## config.mk

```make
export PLATFORM = sky130hd
export DESIGN_NAME = rqhs_ctrl
export DESIGN_NICKNAME = d
export VERILOG_FILES = /design/src/hw/rtl/rqhs_pkg.sv /design/src/hw/rtl/rqhs_ctrl.sv
export SDC_FILE = /design/constraint.sdc
export NUM_CORES = 1
export LEC_CHECK = 0
export CAP_MARGIN = 20
export CORE_AREA = 2 2 39 41
export DETAILED_ROUTE_END_ITERATION = 8
export DIE_AREA = 0 0 41 43
export DONT_BUFFER_PORTS = 1
export HOLD_SLACK_MARGIN = 0.06
export PLACE_DENSITY = 0.52
export SYNTH_ARGS = -nofsm -noshare
export SYNTH_HDL_FRONTEND = slang
export SYNTH_SLANG_ARGS = --single-unit
```

## constraint.sdc

```tcl
create_clock -name clock -period 3.7 [get_ports clock]
set_input_delay 0 -clock clock [delete_from_list [all_inputs] [get_ports clock]]
set_output_delay 0 -clock clock [all_outputs]
set_load 0.05 [all_outputs]
```

## src/hw/rtl/rqhs_pkg.sv

```systemverilog
// shared types, constants and codes for the ring queue with heap sort
package rqhs_pkg;

   localparam int CAPACITY_DEF  = 1024;
   localparam int TAG_WIDTH_DEF = 16;
   localparam int PRIO_WIDTH    = 4;
   localparam int OCC_WIDTH     = 11;

   localparam logic [1:0] ACT_PUSH = 2'd0;
   localparam logic [1:0] ACT_POP  = 2'd1;
   localparam logic [1:0] ACT_SORT = 2'd2;

   localparam logic [1:0] ST_OK    = 2'd0;
   localparam logic [1:0] ST_FULL  = 2'd1;
   localparam logic [1:0] ST_EMPTY = 2'd2;

   typedef struct packed {
      logic [1:0]              action;
      logic [PRIO_WIDTH-1:0]   entry_priority;
      logic [TAG_WIDTH_DEF-1:0] entry_tag;
   } req_type;

   typedef struct packed {
      logic [1:0]              status;
      logic [PRIO_WIDTH-1:0]   out_priority;
      logic [TAG_WIDTH_DEF-1:0] out_tag;
      logic [OCC_WIDTH-1:0]    occupancy;
   } rsp_type;

   typedef enum logic [3:0] {
      S_IDLE,
      S_BUILD,
      S_RD_NODE,
      S_RD_LEFT,
      S_RD_RIGHT,
      S_DECIDE,
      S_SWAP_WR,
      S_EXTRACT,
      S_EX_RD,
      S_EX_WR,
      S_RESP
   } state_type;

   // controller to datapath
   typedef struct packed {
      logic accept;      // accept request, perform push or pop
      logic sort_init;   // start sort: n and i set up
      logic load_root;   // set cur node from sift start
      logic rd_node;
      logic rd_left;
      logic rd_right;
      logic decide;      // pick largest, latch swap target
      logic swap_wr;     // write pair and descend
      logic build_next;  // next build start
      logic ex_root;     // read root before an extract
      logic ex_rd;       // read last, keep root
      logic ex_wr;       // swap root with last, shrink heap
      logic rsp_load;
   } ctl_type;

   // datapath to controller
   typedef struct packed {
      logic is_sort;
      logic sort_trivial;
      logic build_done;
      logic extract_done;
      logic has_left;
      logic has_right;
      logic need_swap;
      logic rsp_busy;
   } sts_type;

endpackage

```

## src/hw/rtl/rqhs_ctrl.sv

```systemverilog
// controller state machine for the ring queue with heap sort
module rqhs_ctrl (
   input  logic              clock,
   input  logic              reset,
   input  logic              req_valid,
   output logic              req_stall,
   input  rqhs_pkg::sts_type sts,
   output rqhs_pkg::ctl_type ctl
);
   import rqhs_pkg::*;

   state_type state_ff, state_in;

   always_ff @(posedge clock) begin
      if (reset) begin
         state_ff <= S_IDLE;
      end else begin
         state_ff <= state_in;
      end
   end

   always_comb begin
      state_in  = state_ff;
      ctl       = '0;
      req_stall = 1'b1;
      unique case (state_ff)
         S_IDLE: begin
            req_stall = sts.rsp_busy;
            if (req_valid && !sts.rsp_busy) begin
               ctl.accept = 1'b1;
               if (sts.is_sort) begin
                  if (sts.sort_trivial) begin
                     state_in = S_RESP;
                  end else begin
                     ctl.sort_init = 1'b1;
                     state_in = S_BUILD;
                  end
               end else begin
                  ctl.rsp_load = 1'b1;
               end
            end
         end
         S_BUILD: begin
            ctl.load_root = 1'b1;
            state_in = S_RD_NODE;
         end
         S_RD_NODE: begin
            ctl.rd_node = 1'b1;
            state_in = sts.has_left ? S_RD_LEFT : S_DECIDE;
         end
         S_RD_LEFT: begin
            ctl.rd_left = 1'b1;
            state_in = sts.has_right ? S_RD_RIGHT : S_DECIDE;
         end
         S_RD_RIGHT: begin
            ctl.rd_right = 1'b1;
            state_in = S_DECIDE;
         end
         S_DECIDE: begin
            ctl.decide = 1'b1;
            if (sts.need_swap) begin
               state_in = S_SWAP_WR;
            end else if (!sts.build_done) begin
               ctl.build_next = 1'b1;
               state_in = S_BUILD;
            end else begin
               state_in = S_EXTRACT;
            end
         end
         S_SWAP_WR: begin
            ctl.swap_wr = 1'b1;
            state_in = S_RD_NODE;
         end
         S_EXTRACT: begin
            if (sts.extract_done) begin
               state_in = S_RESP;
            end else begin
               ctl.ex_root = 1'b1;
               state_in = S_EX_RD;
            end
         end
         S_EX_RD: begin
            ctl.ex_rd = 1'b1;
            state_in = S_EX_WR;
         end
         S_EX_WR: begin
            ctl.ex_wr = 1'b1;
            state_in = S_RD_NODE;
         end
         S_RESP: begin
            if (!sts.rsp_busy) begin
               ctl.rsp_load = 1'b1;
               state_in = S_IDLE;
            end
         end
         default: state_in = S_IDLE;
      endcase
   end

endmodule

```

==> results of run 1 <==
kinds of logic (layout without fill, tap and decap cells):
kind of cell / count (synthesis) / count (layout) / share of synthesized area
AOI/OAI and AO/OA: 14 / 14 / 0.237
xor gates and xnor gates: 1 / 1 / 0.0205
buffers and inverters: 7 / 16 / 0.0731
DFF: 4 / 4 / 0.187
and+or+nand+nor: 39 / 39 / 0.482
repair_timing:
action,4_1_cts,5_1_grt
endpoints found under the setup margin,0,0
hold endpoints to repair,4,0
hold buffers,4,0
power by group through the flow:
stage	sequential (mW)	combinational, mW	clock (mW)
after floorplan	0.0648	0.261	0
after global placement	0.106	0.257	0
after detailed placement	0.106	0.257	0
after CTS	0.105	0.268	0.0554
after global routing	0.113	0.288	0.0566
final	0.107	0.266	0.0521
final cells by class:
type,instances,share of cell area
Clock buffer,3,0.0408
Inverter,2,0.0136
Timing Repair Buffer,11,0.168
Multi-Input combinational cell,54,0.596
Tap cell,16,0.0363
Sequential cell,4,0.145
layer usage:
metal | vias up | part of all wire | routed length (um)
met4 | 0 | 0 | 0
met5 | - | 0 | 0
met1 | 218 | 0.44 | 491
met3 | 0 | 0.053 | 59
li1 | 256 | - | -
met2 | 7 | 0.51 | 564
critical path: cells and delay by family, from the launching register on:
| family | cells | cell delay, ns |
|---|---|---|
| buffers and inverters | 1 | 0.56 |
| AO/OA/AOI/OAI | 2 | 0.47 |
| AND/OR/NAND/NOR | 2 | 1.02 |
| flip-flops | 1 | 0.59 |
final timing paths:
check | start | to | slack (ns) | depth (start not counted)
worst max register to register | state_ff[0]$_SDFFE_PP0P_ | state_ff[1]$_SDFFE_PP0P_ | 1.00 | 5
worst min-delay path | sts[5] | state_ff[2]$_SDFFE_PP0P_ | 0.11 | 4
worst min register to register | state_ff[3]$_SDFFE_PP0P_ | state_ff[2]$_SDFFE_PP0P_ | 0.77 | 1
worst max-delay path | state_ff[0]$_SDFFE_PP0P_ | state_ff[1]$_SDFFE_PP0P_ | 1.00 | 5
synth_stat cells (all sizes together):
master  count
a211o       1
a21boi      1
a21oi       6
a22o        1
a41oi       1
and4bb      1
buf         4
clkbuf      1
dfxtp       4
inv         2
nand2       4
nand2b      6
nand3       1
nand3b      1
nand4       1
nor2       11
nor2b       1
nor3        6
nor3b       1
nor4        4
o211ai      1
o21ai       1
o32ai       2
or2         1
or3         1
xor2        1
metrics by stage:
step,worst slack (ns),utilization,std cells,hold slack (ns)
floorplan,1.30,-,65,0.0633
global placement,1.59,0.354,83,0.0645
global route,0.861,0.399,90,0.144
detailed placement,1.53,0.354,83,0.0700
CTS,0.995,0.399,90,0.0944
finish,1.00,0.399,90,0.109
==> results.cfg, run 1 <==
[worst_setup_path]
slowest_delay_ns = 0.76
path_cells = nand2b_1 -> nor2_1 -> o21ai_0 -> a41oi_2 -> dlygate4sd3_1
cp_slowest_cell = nor2_1
cp_data_required_time_ns = 3.87
worst_setup_path_end_kind = flip-flop
critPathKind = reg2reg
timing.critical_path.fanout_max = 14
critical_path_launch_point_type = flip-flop
cp.arrival_ns = 2.87

[placement]
port_buffers = 0
gp_congestion = 0.727
detailedPlacementHpwl_um = 840
dpl_cell_area_sq_um = 489

[global_route]
grt_pass1_wl_um = 1720
globalRouteOverflowTotal = 0
grtUsageMet3 = 0.0157
grt_use_total = 0.138
grt_pass1_vias = 409
top_usage_layer = met2
grt_start_max_net_pins = 18
met2_usage = 0.206
antenna_found_initial = 0
use_met1 = 0.190

[power_and_ir_drop]
pwr_density_cell_nw_per_um2 = 772
p_comb_frac = 0.626
power.switching_mw = 0.243
switching_share = 0.570
leakage_nw = 0.209
post-layout-total-power_mw = 0.426
vdd_ir_drop_max_mv = 0.317
share_seq_of_total_power = 0.252
intPower_mw = 0.183
clockPowerShare = 0.122

[clock_network]
post-cts-setup-buffers = 0
cts_max_path_buffers = 2
ctsResizeCount = 0
numCtsBuffers = 3
clkTransAtPathRegs_ns = 0.04
h_tree_level_count = 1
clk_latency_ns = 0.23
clock_tree.root_cell = clkbuf_4
cts.sink_count = 4
cts_tree = done

[cells_and_area]
final_nets = 87
flow.area_growth_from_synthesis_pct = 28.9
area_occupied_by_multi_input_gates_sq_um = 329
fin_area_sq_um = 552
largest_register_ff_count = 4
largest_register = state_ff
antennaDiodeCount = 0
area.sequential_sq_um = 80.1
layout_common_cells = 11 x nor2_1, 7 x buf_4, 6 x nand2b_1, 6 x nor3_1, 6 x a21oi_1
reg_top3 = state_ff x4
layout-drive-gt1-share = 0.189
layout.filler_cells = 145
layout.cells.most_common = nor2_1

[logic_synthesis]
synth_top_cell_area_share = 0.187
number_of_synthesized_register_bits = 4
synth_area_sq_um = 428
yosysUniqueCellTypes = 26
yosysTopAreaCell = dfxtp_1
synth.yosys.warnings = 0
syn_nets = 76
main_area_contributors_after_synthesis = dfxtp_1 19%, nor2_1 9.6%, nand2b_1 8.8%
synth_sequential_area_ratio = 0.187
synthesis.instances = 65
post_synth.cell_area_avg_sq_um = 6.58

[routing]
routed_wirelength_um = 1120
wire_per_inst_um = 12.4
detailedRoute.firstIterationViolations = 10
drt_pass1_iterations = 2
route.vias.total = 481
drt-vias-per-instance = 5.34
drc_errors = 0
antenna_left = 0

[run_status]
outcome = finished clean

[timing]
final-setup-viol-count = 0
fin_crit_ns = 2.70
achievable-frequency_mhz = 371
skew_ns = 0.000334
final_period_utilization = 0.729
report.final.hold_viol_count = 0
grt_setup_unrepaired = no
timing_worst_slew_pin_value_ns = 0.905
finalSetupTns_ns = 0
final_report_max_slew_violation_count = 0
slew_headroom = 0.394

[die]
die_area_sq_um = 1760
rows = 14
initial_core_util = 0.309
ios = 25
core_region_area_sq_um = 1380
die_h_um = 43
die_w_um = 41

[run]
drv.max_cap_violation_count = 0

[min_path]
tightest_hold_check_type = in2reg
Note: power is estimated with default switching activity, not from simulation.
==> inputs of run 2 (changes only) <==
==> constraint.sdc (replaced) <==
create_clock -name clock -period 2.5 [get_ports clock]
set_input_delay 0 -clock clock [delete_from_list [all_inputs] [get_ports clock]]
set_output_delay 0 -clock clock [all_outputs]
set_load 0.05 [all_outputs]
==> results.cfg, run 2 (synthesis gave the netlist of run 1 again) <==
[run_status]
outcome = finished clean

[global_route]
grt_start_max_net_pins = 17
antenna_found_initial = 0
globalRouteOverflowTotal = 0
grt_pass1_vias = 473
grt_pass1_wl_um = 2070
grt_use_total = 0.169

[die]
core_region_area_sq_um = 1380
die_w_um = 41
ios = 25
die_h_um = 43
die_area_sq_um = 1760
rows = 14
initial_core_util = 0.309

[cells_and_area]
reg_top3 = state_ff x4
layout.filler_cells = 142
layout-drive-gt1-share = 0.256
layout.cells.most_common = buf_4
layout_common_cells = 14 x buf_4, 11 x nor2_1, 6 x nand2b_1, 6 x nor3_1, 6 x a21oi_1
area_occupied_by_multi_input_gates_sq_um = 329
flow.area_growth_from_synthesis_pct = 43.6
antennaDiodeCount = 0
largest_register_ff_count = 4
largest_register = state_ff
final_nets = 95
area.sequential_sq_um = 80.1

[timing]
fin_crit_ns = 2.00
final_period_utilization = 0.801
report.final.hold_viol_count = 0
worst_hold_slack_ns = 0.116
finalSetupTns_ns = 0
timing_worst_slew_pin_value_ns = 0.920
skew_ns = 0.00418
final-setup-viol-count = 0
grt_setup_unrepaired = no
final_report_max_slew_violation_count = 0
slew_headroom = 0.384
achievable-frequency_mhz = 500

[power_and_ir_drop]
leakage_nw = 0.249
pwr_density_cell_nw_per_um2 = 1090
vdd_ir_drop_max_mv = 0.512

[placement]
gp_congestion = 0.736
port_buffers = 0
detailedPlacementHpwl_um = 882

[run]
drv.max_cap_violation_count = 0

[worst_setup_path]
cp_data_required_time_ns = 2.50
critical_path_launch_point_type = flip-flop
timing.critical_path.fanout_max = 13
worst_setup_path_end_kind = primary output
critPathKind = reg2out
cp.arrival_ns = 2.00

[clock_network]
h_tree_level_count = 1
cts_tree = done
clock_tree.root_cell = clkbuf_4
cts_max_path_buffers = 2
numCtsBuffers = 3
cts.sink_count = 4
clkTransAtPathRegs_ns = 0.04
clk_latency_ns = 0.23

[routing]
routed_wirelength_um = 1230
antenna_left = 0
drt-vias-per-instance = 5.44
detailedRoute.firstIterationViolations = 6
route.vias.total = 533
drc_errors = 0
drt_pass1_iterations = 4
wire_per_inst_um = 12.5

[min_path]
tightest_hold_check_type = in2reg
==> run 2: metrics by stage <==
step | power, mW | setup WS, ns | utilization | instance area (sq um) | instances
floorplan | 0.482 | 0.100 | - | 428 | 65
detailed placement | 0.585 | 0.558 | 0.392 | 542 | 90
finish | 0.669 | 0.498 | 0.444 | 614 | 98
global route | 0.722 | 0.371 | 0.444 | 614 | 98
global placement | 0.588 | 0.579 | 0.392 | 542 | 90
CTS | 0.675 | 0.479 | 0.444 | 614 | 98
==> run 2: power by group <==
group	internal, mW	leakage [nW]	switching [mW]
Sequential	0.0847	0.0327	0.0268
Clock	0.0534	0.0138	0.0228
Combinational	0.164	0.202	0.318
Total	0.302	0.249	0.367
==> run 2: layer usage <==
metal | share of wire | track usage | vias up
li1 | - | - | 270
met1 | 0.42 | 0.243 | 253
met2 | 0.52 | 0.244 | 10
met3 | 0.050 | 0.0471 | 0
met4 | 0 | 0.0400 | 0
met5 | 0 | 0 | -
==> run 2: cell type report <==
cell class,count,area share
tap,16,0.0326
clock buffer,3,0.0367
sequential,4,0.130
multi-input combinational,54,0.536
timing repair buffer,19,0.253
inverter,2,0.0122
==> run 2: repair_timing <==
item                                   4_1_cts  5_1_grt
endpoints found under the hold margin        4        0
hold buffers                                 5        0
resized for setup                            0        0
setup buffers                                0        0
==> run 2: final timing paths <==
check	startpoint	endpoint	slack, ns	cells past startpoint
max	state_ff[0]$_SDFFE_PP0P_	ctl[11]	0.50	5
min	sts[5]	state_ff[2]$_SDFFE_PP0P_	0.12	4
max reg2reg	state_ff[2]$_SDFFE_PP0P_	state_ff[1]$_SDFFE_PP0P_	0.52	4
min reg2reg	state_ff[3]$_SDFFE_PP0P_	state_ff[2]$_SDFFE_PP0P_	0.63	2
==> run 2: worst max-delay path, cell delays in order, from the launching register on <==
cell      delay (ns)
dfxtp_1         0.30
buf_4           0.18
nor4_1          0.36
nand2b_1        0.42
nor3_1          0.29
buf_4           0.23
